`config.mk`:
```
export PLATFORM = sky130hd
export DESIGN_NAME = ook_pulse_code_transmitter_core_flat
export DESIGN_NICKNAME = d
export VERILOG_FILES = /design/src/rtl/ookpct_pkg.sv /design/src/rtl/ookpct_in_if.sv /design/src/rtl/ookpct_out_if.sv /design/src/rtl/ook_pulse_code_transmitter_core.sv /design/src/flat_wrapper.sv
export SDC_FILE = /design/constraint.sdc
export NUM_CORES = 1
export LEC_CHECK = 0
export BUFFER_PORTS_ARGS = -buffer_cell sky130_fd_sc_hd__buf_4
export CAP_MARGIN = 15
export CORE_ASPECT_RATIO = 0.6
export CORE_MARGIN = 2
export CORE_UTILIZATION = 40
export CTS_BUF_LIST = sky130_fd_sc_hd__clkbuf_2 sky130_fd_sc_hd__clkbuf_4 sky130_fd_sc_hd__clkbuf_8
export CTS_CLUSTER_DIAMETER = 100
export DETAILED_ROUTE_END_ITERATION = 16
export PLACE_DENSITY = 0.54
export SYNTH_ARGS = -nofsm -noshare
export SYNTH_HDL_FRONTEND = slang
export SYNTH_SLANG_ARGS = --single-unit
```
`constraint.sdc`:
```
create_clock -name clk -period 5.4 [get_ports clk]
set_input_delay 0.81 -clock clk [delete_from_list [all_inputs] [get_ports clk]]
set_output_delay 0.81 -clock clk [all_outputs]
set_load 0.005 [all_outputs]
```
`src/rtl/ookpct_pkg.sv`:
```
package ookpct_pkg;

  localparam int CFG_W   = 12;
  localparam int PULSE_W = 12;
  localparam int MULT_W  = 7;
  localparam int REP_W   = 8;
  localparam int PROTO_W = 3;

  typedef logic [1:0] reg_idx_t;

  localparam reg_idx_t REG_PROTOCOL = 2'd0;
  localparam reg_idx_t REG_PULSE    = 2'd1;
  localparam reg_idx_t REG_REPEAT   = 2'd2;
  localparam reg_idx_t REG_ENABLE   = 2'd3;

  localparam logic [PROTO_W-1:0] PROTOCOL_RESET = 3'd1;
  localparam logic [PULSE_W-1:0] PULSE_RESET    = 12'd350;
  localparam logic [REP_W-1:0]   REPEAT_RESET   = 8'd10;

  localparam logic KIND_TICK  = 1'b0;
  localparam logic KIND_START = 1'b1;

  typedef enum logic [2:0] {
    PH_IDLE   = 3'd0,
    PH_DATA_A = 3'd1,
    PH_DATA_B = 3'd2,
    PH_SYNC_A = 3'd3,
    PH_SYNC_B = 3'd4
  } phase_t;

  typedef struct packed {
    logic [PULSE_W-1:0] base;
    logic [MULT_W-1:0]  sync_a;
    logic [MULT_W-1:0]  sync_b;
    logic [MULT_W-1:0]  zero_a;
    logic [MULT_W-1:0]  zero_b;
    logic [MULT_W-1:0]  one_a;
    logic [MULT_W-1:0]  one_b;
    logic               inverted;
  } proto_t;

  typedef struct packed {
    logic pin_level;
    logic busy_res;
    logic frame_done;
  } result_t;

  // out-of-range selections fall back to protocol 1
  function automatic proto_t proto_lookup(input logic [PROTO_W-1:0] sel);
    proto_t p;
    unique case (sel)
      3'd2:    p = '{12'd650, 7'd1,  7'd10, 7'd1, 7'd2,  7'd2, 7'd1, 1'b0};
      3'd3:    p = '{12'd100, 7'd30, 7'd71, 7'd4, 7'd11, 7'd9, 7'd6, 1'b0};
      3'd4:    p = '{12'd380, 7'd1,  7'd6,  7'd1, 7'd3,  7'd3, 7'd1, 1'b0};
      3'd5:    p = '{12'd500, 7'd6,  7'd14, 7'd1, 7'd2,  7'd2, 7'd1, 1'b0};
      3'd6:    p = '{12'd450, 7'd23, 7'd1,  7'd1, 7'd2,  7'd2, 7'd1, 1'b1};
      default: p = '{12'd350, 7'd1,  7'd31, 7'd1, 7'd3,  7'd3, 7'd1, 1'b0};
    endcase
    return p;
  endfunction

endpackage

```
`src/rtl/ookpct_in_if.sv`:
```
interface ookpct_in_if;
  logic        valid;
  logic        ready;
  logic        kind;
  logic [31:0] code_bits;
  logic [5:0]  bit_count;

  modport source (output valid, kind, code_bits, bit_count, input ready);
  modport sink   (input valid, kind, code_bits, bit_count, output ready);
endinterface

```
`src/rtl/ookpct_out_if.sv`:
```
interface ookpct_out_if;
  logic valid;
  logic ready;
  logic pin_level;
  logic busy_res;
  logic frame_done;

  modport source (output valid, pin_level, busy_res, frame_done, input ready);
  modport sink   (input valid, pin_level, busy_res, frame_done, output ready);
endinterface

```
`src/rtl/ook_pulse_code_transmitter_core.sv`:
```
// channel   dir  beat contents
// item      in   kind, code_bits, bit_count (tick or start)
// result    out  pin_level, busy_res, frame_done (one per item)
// wr_*      in   wr_en, wr_index, wr_data (config write, no handshake)
//
// one item per cycle while item.ready is high; its result is registered
// the state update for an item is one pass of logic between the accepted beat and
// the result register; an output register plus a one-entry skid slot hold results
// reset (rst, synchronous) loads the register defaults and idles the transmitter
// item.ready drops only when both the output register and the skid slot are full
module ook_pulse_code_transmitter_core #(
  parameter int CODE_WIDTH = 32
) (
  input  logic                         clk,
  input  logic                         rst,
  ookpct_in_if.sink                    item,
  ookpct_out_if.source                 result,
  input  logic                         wr_en,
  input  ookpct_pkg::reg_idx_t         wr_index,
  input  logic [ookpct_pkg::CFG_W-1:0] wr_data
);
  import ookpct_pkg::*;

  localparam int IDX_W = $clog2(CODE_WIDTH + 1);
  localparam int POS_W = $clog2(CODE_WIDTH);
  localparam logic [6:0] CODE_WIDTH7 = 7'(CODE_WIDTH);

  // configuration
  logic [PROTO_W-1:0] protocol_select;
  logic [PULSE_W-1:0] pulse_length;
  logic [REP_W-1:0]   repeat_count;
  logic               transmit_enable;

  // transmitter state
  logic [CODE_WIDTH-1:0] shift_code, shift_code_next;
  logic [IDX_W-1:0]      bit_index, bit_index_next;
  logic [IDX_W-1:0]      frame_length, frame_length_next;
  logic [REP_W-1:0]      repeats_left, repeats_left_next;
  phase_t                phase, phase_next;
  logic [PULSE_W-1:0]    unit_counter, unit_counter_next;
  logic [MULT_W-1:0]     multiple_counter, multiple_counter_next;
  logic                  active, active_next;
  logic                  line_level, line_level_next;
  logic                  done_next;

  // output register and skid slot
  logic    out_valid, skid_valid;
  result_t out_data, skid_data, res;

  logic in_fire, out_fire;
  assign item.ready = !skid_valid;
  assign in_fire    = item.valid && item.ready;
  assign out_fire   = out_valid && result.ready;

  proto_t             proto;
  logic [POS_W-1:0]   bit_pos;
  logic               cur_bit;
  logic [MULT_W-1:0]  mult;
  logic [MULT_W-1:0]  mc_inc;
  logic               unit_end;
  logic [6:0]         n7;
  logic [IDX_W-1:0]   n_bits;
  logic [IDX_W-1:0]   dec_index;
  logic [REP_W-1:0]   dec_repeats;

  assign proto     = proto_lookup(protocol_select);
  assign bit_pos   = POS_W'(bit_index - IDX_W'(1));
  assign cur_bit   = shift_code[bit_pos];
  assign mc_inc    = multiple_counter + MULT_W'(1);
  assign unit_end  = (13'(unit_counter) + 13'd1) >= 13'(pulse_length);
  assign n7        = ({1'b0, item.bit_count} > CODE_WIDTH7) ? CODE_WIDTH7
                                                             : {1'b0, item.bit_count};
  assign n_bits    = n7[IDX_W-1:0];
  assign dec_index = bit_index - IDX_W'(1);
  assign dec_repeats = repeats_left - REP_W'(1);

  always_comb begin
    unique case (phase)
      PH_DATA_A: mult = cur_bit ? proto.one_a : proto.zero_a;
      PH_DATA_B: mult = cur_bit ? proto.one_b : proto.zero_b;
      PH_SYNC_A: mult = proto.sync_a;
      PH_SYNC_B: mult = proto.sync_b;
      default:   mult = MULT_W'(1);
    endcase
  end

  // next state for one accepted beat
  always_comb begin
    shift_code_next       = shift_code;
    bit_index_next        = bit_index;
    frame_length_next     = frame_length;
    repeats_left_next     = repeats_left;
    phase_next            = phase;
    unit_counter_next     = unit_counter;
    multiple_counter_next = multiple_counter;
    active_next           = active;
    line_level_next       = line_level;
    done_next             = 1'b0;
    if (in_fire) begin
      if (item.kind == KIND_TICK) begin
        if (active) begin
          if (unit_end) begin
            unit_counter_next     = '0;
            multiple_counter_next = mc_inc;
            if (mc_inc >= mult) begin
              multiple_counter_next = '0;
              unique case (phase)
                PH_DATA_A: begin
                  phase_next      = PH_DATA_B;
                  line_level_next = !proto.inverted;
                end
                PH_SYNC_A: begin
                  phase_next      = PH_SYNC_B;
                  line_level_next = !proto.inverted;
                end
                PH_DATA_B: begin
                  bit_index_next  = dec_index;
                  phase_next      = (dec_index != '0) ? PH_DATA_A : PH_SYNC_A;
                  line_level_next = proto.inverted;
                end
                PH_SYNC_B: begin
                  repeats_left_next = dec_repeats;
                  if (dec_repeats == '0) begin
                    active_next = 1'b0;
                    phase_next  = PH_IDLE;
                    done_next   = 1'b1;
                  end else begin
                    bit_index_next  = frame_length;
                    phase_next      = (frame_length != '0) ? PH_DATA_A : PH_SYNC_A;
                    line_level_next = proto.inverted;
                  end
                end
                default: phase_next = PH_IDLE;
              endcase
            end
          end else begin
            unit_counter_next = unit_counter + PULSE_W'(1);
          end
        end
      end else if (transmit_enable && !active && repeat_count != '0) begin
        shift_code_next       = CODE_WIDTH'(item.code_bits);
        frame_length_next     = n_bits;
        bit_index_next        = n_bits;
        repeats_left_next     = repeat_count;
        active_next           = 1'b1;
        phase_next            = (n_bits != '0) ? PH_DATA_A : PH_SYNC_A;
        unit_counter_next     = '0;
        multiple_counter_next = '0;
        line_level_next       = proto.inverted;
      end
    end
  end

  // result fields for the beat
  always_comb begin
    res.pin_level  = line_level_next;
    res.busy_res   = active_next;
    res.frame_done = done_next;
  end

  always_ff @(posedge clk) begin
    if (rst) begin
      protocol_select <= PROTOCOL_RESET;
      pulse_length    <= PULSE_RESET;
      repeat_count    <= REPEAT_RESET;
      transmit_enable <= 1'b0;
    end else if (wr_en) begin
      unique case (wr_index)
        REG_PROTOCOL: begin
          protocol_select <= wr_data[PROTO_W-1:0];
          pulse_length    <= proto_lookup(wr_data[PROTO_W-1:0]).base;
        end
        REG_PULSE:  pulse_length    <= wr_data[PULSE_W-1:0];
        REG_REPEAT: repeat_count    <= wr_data[REP_W-1:0];
        REG_ENABLE: transmit_enable <= wr_data[0];
        default: ;
      endcase
    end
  end

  always_ff @(posedge clk) begin
    if (rst) begin
      bit_index        <= '0;
      frame_length     <= '0;
      repeats_left     <= '0;
      phase            <= PH_IDLE;
      unit_counter     <= '0;
      multiple_counter <= '0;
      active           <= 1'b0;
      line_level       <= 1'b0;
    end else begin
      bit_index        <= bit_index_next;
      frame_length     <= frame_length_next;
      repeats_left     <= repeats_left_next;
      phase            <= phase_next;
      unit_counter     <= unit_counter_next;
      multiple_counter <= multiple_counter_next;
      active           <= active_next;
      line_level       <= line_level_next;
    end
  end

  always_ff @(posedge clk) begin
    if (rst) begin
      shift_code <= '0;
    end else begin
      shift_code <= shift_code_next;
    end
  end

  // output register with skid slot
  always_ff @(posedge clk) begin
    if (rst) begin
      out_valid  <= 1'b0;
      skid_valid <= 1'b0;
    end else if (!out_valid || out_fire) begin
      out_valid  <= skid_valid || in_fire;
      skid_valid <= 1'b0;
    end else if (in_fire) begin
      skid_valid <= 1'b1;
    end
  end

  always_ff @(posedge clk) begin
    if (!out_valid || out_fire) begin
      out_data <= skid_valid ? skid_data : res;
    end else if (in_fire) begin
      skid_data <= res;
    end
  end

  assign result.valid      = out_valid;
  assign result.pin_level  = out_data.pin_level;
  assign result.busy_res   = out_data.busy_res;
  assign result.frame_done = out_data.frame_done;

`ifndef ASSERT_OFF
  a_active_phase: assert property (@(posedge clk) disable iff (rst)
    active == (phase != PH_IDLE))
    else $error("active flag and phase disagree");

  a_data_has_bits: assert property (@(posedge clk) disable iff (rst)
    (phase == PH_DATA_A || phase == PH_DATA_B) |-> bit_index != '0)
    else $error("data phase with no bits left");

  a_skid_behind_out: assert property (@(posedge clk) disable iff (rst)
    skid_valid |-> out_valid)
    else $error("skid slot full while output register empty");

  a_done_not_busy: assert property (@(posedge clk) disable iff (rst)
    (result.valid && result.frame_done) |-> !result.busy_res)
    else $error("frame done reported while still busy");
`endif

endmodule

```
`src/flat_wrapper.sv`:
```
// flat-port wrapper written by rule: the top's interface ports become plain ports
module ook_pulse_code_transmitter_core_flat import ookpct_pkg::*;
#(
  parameter int CODE_WIDTH = 32
)
  (clk, rst, wr_en, wr_index, wr_data, item_valid, item_kind, item_code_bits, item_bit_count, item_ready, result_valid, result_pin_level, result_busy_res, result_frame_done, result_ready);
  ookpct_in_if item_i ();
  ookpct_out_if result_i ();
  input  logic clk;
  input  logic rst;
  input  logic wr_en;
  input  ookpct_pkg::reg_idx_t wr_index;
  input  logic [ookpct_pkg::CFG_W-1:0] wr_data;
  input wire logic [$bits(item_i.valid)-1:0] item_valid;
  input wire logic [$bits(item_i.kind)-1:0] item_kind;
  input wire logic [$bits(item_i.code_bits)-1:0] item_code_bits;
  input wire logic [$bits(item_i.bit_count)-1:0] item_bit_count;
  output wire logic [$bits(item_i.ready)-1:0] item_ready;
  output wire logic [$bits(result_i.valid)-1:0] result_valid;
  output wire logic [$bits(result_i.pin_level)-1:0] result_pin_level;
  output wire logic [$bits(result_i.busy_res)-1:0] result_busy_res;
  output wire logic [$bits(result_i.frame_done)-1:0] result_frame_done;
  input wire logic [$bits(result_i.ready)-1:0] result_ready;
  assign item_i.valid = item_valid;
  assign item_i.kind = item_kind;
  assign item_i.code_bits = item_code_bits;
  assign item_i.bit_count = item_bit_count;
  assign item_ready = item_i.ready;
  assign result_valid = result_i.valid;
  assign result_pin_level = result_i.pin_level;
  assign result_busy_res = result_i.busy_res;
  assign result_frame_done = result_i.frame_done;
  assign result_i.ready = result_ready;
  ook_pulse_code_transmitter_core #(.CODE_WIDTH(CODE_WIDTH)) u_core (.clk(clk), .rst(rst), .item(item_i), .result(result_i), .wr_en(wr_en), .wr_index(wr_index), .wr_data(wr_data));
endmodule
```
==> reports/results.env, run 1 <==
P_LEAK_nW=2.562
VIA_COUNT=5820
CRITICAL_PATH_ARRIVAL_NS=4.96
CRIT_PATH_MAX_INCR_DELAY_NS=0.57
WL_PER_CELL_UM=17.25
PLACEABLECOREAREA_SQ_UM=15240
END_KIND='register'
ASYNCSETRESETFLOPFRACSYNTH_PCT=0
REPORT.FINAL.HOLD_VIOL_COUNT=0
AVGSYNTHCELLAREA_SQ_UM=7.925
CRITICALPATHCATEGORY='register to register'
NUMBER_OF_SYNTHESIZED_FLOPS_WITH_AN_ENABLE_PIN=6
MAXSLEWVIOLCOUNT=0
CRITICAL_PATH.SLOWEST_CELL='sky130_fd_sc_hd__mux4_2'
CP_MAX_FO=9
TRACK_USAGE_PCT=22.08
HIGHEST_COUNT_CELLS_IN_THE_LAYOUT_IGNORING_FILL_AND_TAPS='139 x sky130_fd_sc_hd__nand2_1, 102 x sky130_fd_sc_hd__dfxtp_1, 93 x sky130_fd_sc_hd__a21oi_1'
POSTLAYOUTCOREUTIL_PCT=45.88
WORSTPATHREQUIRED_NS=5.72
MULTI_INPUT_AREA_SQ_UM=3685
POWER_DENSITY_nW_PER_UM2=222.2
LARGEST_FAMILY_OF_LOGIC_CELLS_BY_SYNTHESIZED_AREA='simple AND/OR/NAND/NOR gates'
INSERTEDDIODECOUNT=0
YOSYSWARNINGCOUNT=0
WORST_HOLD_PATH.NUM_CELLS=2
STARTPOINT_TYPE='register'
CLOCK_TREE.HTREE_LEVEL_COUNT=3
HOLD_START='u_core.shift_code[13]'
CTS-ROOT-TO-SINK-BUFFERS=2
SYNTH_SIMPLE_GATE_AREA_SHARE_PCT=24.24
FINAL_COMMON_CELL='sky130_fd_sc_hd__nand2_1'
INITIALDRTVIOLATIONCOUNT=542
PATH_CLK_SLEW_NS=0.11
CLKLATENCYLATEPIN_NS=0.40
CTS_POST_SETUP_BUFFERS_INSERTED=0
POST-ROUTE-WORST-SETUP-SLACK_NS=0.7626
CTS.SINK_COUNT=108
NETLIST_TOP_CELLS_AREA='sky130_fd_sc_hd__dfxtp_1 33%, sky130_fd_sc_hd__nand2_1 8.4%, sky130_fd_sc_hd__a21oi_1 7.5%'
POSTROUTEANTENNANETS=0
GRT_MAX_DEGREE=84
AREA_GROWTH_SYN_TO_LAYOUT_PCT=12.96
ANTENNA_VIOLATIONS_BEFORE_REPAIR=0
PLACE_HPWL_UM=12850
LAYOUT_WORST_PATH_CYCLE_SHARE_PCT=85.88
FIRST_PASS_GRT_WIRE_LENGTH_UM=28500
DIEWIDTH_UM=164.6
SYNTH_TOP_CELL_AREA_SHARE_PCT=32.99
FINAL-INSTANCE-COUNT-EXCL-FILL=1022
CHIPHEIGHT_UM=100.4
FLOORPLAN.ROWS=35
WORST_R2R_ENDPOINT='u_core.multiple_counter[2]'
STARTPOINT_OF_THE_MOST_CRITICAL_SETUP_PATH='u_core.bit_index[1]'
PLACEMENT.SETUP.WORST_SLACK_NS=0.8132
MAX-CAP-VIOLATIONS=0
TRITONCTS='built'
WHS_ENDPOINT='u_core.shift_code[13]'
DR.PASS1.ITERS=5
PLACE.DETAILED.INSTANCES=1006
SYNTH_AREA_LEADER='sky130_fd_sc_hd__dfxtp_1'
HOLD_PATH.CLASS='register to register'
DETAIL_ROUTE.WIRELENGTH_UM=17630
SYNTH_XOR_XNOR_AREA_SHARE_PCT=4.225
CLOCKROOTBUFFER='sky130_fd_sc_hd__clkbuf_8'
LAYOUT_MIN_CYCLE_TIME_NS=4.637
POST_CTS_RESIZE_COUNT=0
PIN_SLEW_WITH_THE_LEAST_HEADROOM_TO_ITS_LIMIT_NS=1.042
SYNTH_CELLS=781
CTS_STAGE_HOLD_BUFFER_COUNT=0
SYNTH_AREA_IN_COMPOUND_GATES_PCT=21.31
YOSYS.AREA_SHARE.ADDER_PCT=4.851
BOUNDARYPINS=63
FILLERS=1538
CTS-BUFFERS-INSERTED=9
SYNTH-SEQ-AREA-SHARE_PCT=35.90
R2R_SETUP_SLK_NS=0.76
UNREPAIRED_SETUP_ENDPOINTS_AFTER_GLOBAL_ROUTING='no'
CRIT-REG2REG-LAUNCH='u_core.bit_index[1]'
IR_DROP_V=0.0001151
GRT.OVERFLOW.TOTAL=0
REMAINING_DRC_ERRORS=0
REGAREA_SQ_UM=2222
DETAIL_ROUTE.VIAS_PER_CELL=5.695
SETUP_VIOL=0
SYNTH_FLOP_CELL='sky130_fd_sc_hd__dfxtp_1'
GP_CONGESTION=0.8568
RELATIVE_SLEW_MARGINS_PCT=30.53
FIN_SETUP_TNS_NS=0
POSTSYNTHNETCOUNT=863
YS_FF_LATCH=108
LAYOUT-DRIVE-GT1-SHARE_PCT=13.55
R2R.WORST_PATH.CELLS=16
DIE-AREA_SQ_UM=16520
SYNTH.CELL_AREA_SQ_UM=6190
WHS_NS=0.4603
LAYOUT.NETS=896
POST_SYNTH_MUX_AREA_SHARE_PCT=4.912
CRITICAL_PATH.CELL_CHAIN='inv_1 > ha_1 > mux4_2 > mux2i_1 > a22o_1 > nor4_1 > o31a_1 > o22ai_1 > ha_1 > nand2b_1 > a211oi_1 > o2111ai_1 > a211oi_2 > nand3_1 > or3b_2 > a21oi_1'
CLK_SKEW_NS=0.01543
PLACEMENT.IO_BUFFERS=62
YOSYS.CELL_TYPES.COUNT=66
GRT_PASS1_VIAS=5241
CRITICAL_PATH.MOST_COMMON_CELL='sky130_fd_sc_hd__ha_1'
CLOCK.FMAX_MHz=215.6
RUN_STATUS='finished, final reports clean'
INITIAL_UTILIZATION_PCT=40.62
[area by class of cell]
type	instances	area share [%]
Clock buffer	9	1.772
Clock inverter	7	1.521
Inverter	24	1.288
Multi-Input combinational cell	603	52.70
Sequential cell	108	31.78
Tap cell	203	3.633
Timing Repair Buffer	68	7.301
[worst max-delay path, delay by kind of cell (launching register included)]
kind	cells	cell delay (ns)
DFF	1	0.36
buffers and inverters	1	0.08
AOI/OAI and AO/OA	7	1.69
and+or+nand+nor	4	0.88
muxes	2	0.76
adders and majority gates	2	0.81
[logic make-up after synthesis]
logic type,after synthesis
xor+xnor,29
flops,108
mux,20
simple gates,321
compound gates,209
fa+ha+maj,24
buf+inv,70
[Yosys cell counts, drive strengths merged, types with 9 or more instances]
master,count
nand2,139
a211oi,13
nand2b,13
buf,9
ha,24
nor3,16
dfxtp,102
mux2i,9
nor2,61
nand4,13
xnor2,17
o211ai,13
a31oi,14
o31ai,10
o21ai,28
nor2b,11
inv,24
nand3,28
a21oi,93
clkbuf,37
xor2,12
[metrics by stage]
stage | instance area (sq um) | total power, mW
4_1_cts | 6992 | 1.569
6_report | 6992 | 1.554
3_3_place_gp | 6761 | 0.9863
5_1_grt | 6992 | 1.616
3_5_place_dp | 6761 | 0.9881
2_1_floorplan | 6190 | 0.9228
[routing by layer]
metal | track usage [%] | vias to the layer above | part of all wire (%)
met5 | 0 | - | 0
met4 | 4.080 | 0 | 0.75
met3 | 4.793 | 12 | 6.1
met2 | 28.29 | 167 | 38
met1 | 36.57 | 2784 | 55
li1 | - | 2857 | -
[worst max-delay path by stage]
stage                                  to  slack (ns)  depth (start not counted)
3_5_place_dp   u_core.multiple_counter[2]        0.81                         16
4_1_cts               u_core.bit_index[4]        0.79                         17
3_3_place_gp          u_core.bit_index[3]        0.94                         17
5_1_grt        u_core.multiple_counter[2]        0.41                         17
2_1_floorplan  u_core.multiple_counter[2]        0.91                         18
6_report       u_core.multiple_counter[2]        0.76                         16
[sequential cells by signal, indices dropped and copies added (netlist names), 3 cells and up]
name                     flops
u_core.frame_length          6
u_core.repeats_left          8
u_core.protocol_select       3
u_core.repeat_count          8
u_core.phase                 3
u_core.multiple_counter      7
u_core.pulse_length         12
u_core.shift_code           32
u_core.skid_data             3
u_core.unit_counter         12
u_core.bit_index             6
[where the power goes]
part           total [mW]  leakage (nW)  switching (mW)  internal (mW)
Clock               0.582         0.118           0.312          0.271
Sequential          0.826         0.885         0.00964          0.817
Combinational       0.145          1.56          0.0862         0.0589
Total                1.55          2.56           0.408           1.15
No activity file was read; power rests on OpenSTA's default activity.
==> run 2, diff against run 1 <==
- CELL_PAD_IN_SITES_DETAIL_PLACEMENT: not set -> 1
- CELL_PAD_IN_SITES_GLOBAL_PLACEMENT: not set -> 1
- PLACE_DENSITY: 0.54 -> 0.7
- TNS_END_PERCENT: not set -> 100
==> run 2 against run 1 <==
Effect of this change:
- critical path type unchanged
- die area did not move
- setup slack got worse by 0.17 ns
- non-clock buffer count unchanged
- highest routed layer unchanged
- sequential power is essentially flat
- critical endpoint unchanged
- register-to-register slack worse by 0.17 ns
- flip-flop and latch count did not move
- combinational power is essentially flat
- total power down 2.5%
- routed wire length is 11% higher
- first-iteration DRC count shrank 9.0%
==> reports/results.env, run 2 (same netlist as run 1, synthesis figures left out) <==
LAYOUT.NETS=896
AREA_GROWTH_SYN_TO_LAYOUT_PCT=12.55
SETUP_VIOL=0
FLOORPLAN.ROWS=35
CP_MAX_FO=7
GRT_MAX_DEGREE=84
HOLD_PATH.CLASS='register to register'
CTS_STAGE_HOLD_BUFFER_COUNT=0
CTS-BUFFERS-INSERTED=9
INITIAL_UTILIZATION_PCT=40.62
UNREPAIRED_SETUP_ENDPOINTS_AFTER_GLOBAL_ROUTING='no'
BOUNDARYPINS=63
WL_PER_CELL_UM=19.21
GRT_PASS1_VIAS=5815
POST_CTS_RESIZE_COUNT=0
REPORT.FINAL.HOLD_VIOL_COUNT=0
STARTPOINT_TYPE='register'
FINAL_COMMON_CELL='sky130_fd_sc_hd__nand2_1'
CTS-ROOT-TO-SINK-BUFFERS=2
WHS_NS=0.4657
MAXSLEWVIOLCOUNT=0
RUN_STATUS='finished, final reports clean'
POSTROUTEANTENNANETS=0
CLOCK.FMAX_MHz=208.2
CRITICAL_PATH.CELL_CHAIN='inv_1 > ha_1 > nor3b_1 > xnor2_2 > mux2i_1 > a32oi_1 > a21oi_1 > o31a_1 > o22ai_1 > ha_1 > nand2b_1 > a211oi_1 > o2111ai_1 > a211oi_2 > nand3_1 > or3b_2 > a21oi_1'
CLKLATENCYLATEPIN_NS=0.39
CLK_SKEW_NS=0.01963
WORSTPATHREQUIRED_NS=5.72
DESIGN_POWER_TOTAL_mW=1.516
MAX-CAP-VIOLATIONS=0
DR.PASS1.ITERS=5
P_LEAK_nW=2.552
LAYOUT_MIN_CYCLE_TIME_NS=4.804
LARGEST_REG_FLOPS=32
POWER_DENSITY_nW_PER_UM2=217.5
PLACEABLECOREAREA_SQ_UM=15240
PLACE_HPWL_UM=14610
TRITONCTS='built'
REMAINING_DRC_ERRORS=0
CTS.SINK_COUNT=108
CLOCKROOTBUFFER='sky130_fd_sc_hd__clkbuf_8'
IR_DROP_V=0.0001551
PATH_CLK_SLEW_NS=0.12
CRITICALPATHCATEGORY='register to register'
CRITICAL_PATH.SLOWEST_CELL='sky130_fd_sc_hd__a211oi_2'
DETAIL_ROUTE.VIAS_PER_CELL=5.783
HIGHEST_COUNT_CELLS_IN_THE_LAYOUT_IGNORING_FILL_AND_TAPS='139 x sky130_fd_sc_hd__nand2_1, 102 x sky130_fd_sc_hd__dfxtp_1, 93 x sky130_fd_sc_hd__a21oi_1'
LAYOUT-DRIVE-GT1-SHARE_PCT=13.55
END_KIND='register'
RELATIVE_SLEW_MARGINS_PCT=32.30
TRACK_USAGE_PCT=24.55
INITIALDRTVIOLATIONCOUNT=493
CRIT_PATH_MAX_INCR_DELAY_NS=0.53
REGMOSTFLOPS='u_core.shift_code'
FIRST_PASS_GRT_WIRE_LENGTH_UM=31730
DIE-AREA_SQ_UM=16520
LARGESTREGISTERS='u_core.shift_code (32), u_core.pulse_length (12), u_core.unit_counter (12)'
VIA_COUNT=5910
DPL-INSTANCE-AREA_SQ_UM=6761
FINAL_AREA_SQ_UM=6967
DETAIL_ROUTE.WIRELENGTH_UM=19630
INSERTEDDIODECOUNT=0
PLACEMENT.IO_BUFFERS=62
CTS_POST_SETUP_BUFFERS_INSERTED=0
LAYOUT_WORST_PATH_CYCLE_SHARE_PCT=88.97
DIEWIDTH_UM=164.6
ANTENNA_VIOLATIONS_BEFORE_REPAIR=0
GP_CONGESTION=0.8917
CHIPHEIGHT_UM=100.4
GRT.OVERFLOW.TOTAL=0
POSTLAYOUTCOREUTIL_PCT=45.71
FIN_SETUP_TNS_NS=0
CLOCK_TREE.HTREE_LEVEL_COUNT=3
CRITICAL_PATH_ARRIVAL_NS=5.13
PIN_SLEW_WITH_THE_LEAST_HEADROOM_TO_ITS_LIMIT_NS=1.016
==> run 2: final timing paths <==
check	depth (start not counted)	slack [ns]	start	endpoint
worst min register to register	2	0.47	u_core.pulse_length[10]	u_core.pulse_length[10]
worst min-delay path	2	0.47	u_core.pulse_length[10]	u_core.pulse_length[10]
worst max-delay path	17	0.60	u_core.bit_index[1]	u_core.multiple_counter[2]
worst max register to register	17	0.60	u_core.bit_index[1]	u_core.multiple_counter[2]
==> run 2: layer usage <==
metal / vias to the layer above / global-route usage [%] / wire [um]
met5: - / 0 / 0
met2: 154 / 33.05 / 7705
met4: 0 / 5.284 / 155
met3: 17 / 3.760 / 1021
li1: 2858 / - / -
met1: 2881 / 40.04 / 10750
==> run 2: area by class of cell <==
type,instances,area (sq um)
Tap cell,203,254.0
Fill cell,1872,8273
Clock buffer,9,123.9
Timing Repair Buffer,68,510.5
Inverter,24,90.09
Clock inverter,7,81.33
Multi-Input combinational cell,603,3685
Sequential cell,108,2222
==> run 2: report_power, final <==
part,switching (mW),total [mW],internal [mW]
logic,0.0884,0.147,0.0590
clock network,0.317,0.541,0.224
registers,0.0102,0.827,0.817
total,0.415,1.52,1.10
==> run 2: worst max-delay path, delay by kind of cell (launching register included) <==
family	cells	cell delay [ns]
XOR/XNOR	1	0.40
AND/OR/NAND/NOR	4	1.03
flip-flops	1	0.37
adder cells (fa/ha/maj)	2	0.48
buffers and inverters	1	0.08
multiplexers	1	0.18
AO/OA/AOI/OAI	8	2.20
==> run 2: per-stage QoR <==
| stage | cells | setup WS [ns] |
|---|---|---|
| after floorplan | 781 | 0.9128 |
| after global placement | 1006 | 0.9443 |
| after detailed placement | 1006 | 0.6582 |
| after CTS | 1022 | 0.6415 |
| after global routing | 1022 | 0.2526 |
| final | 1022 | 0.5958 |
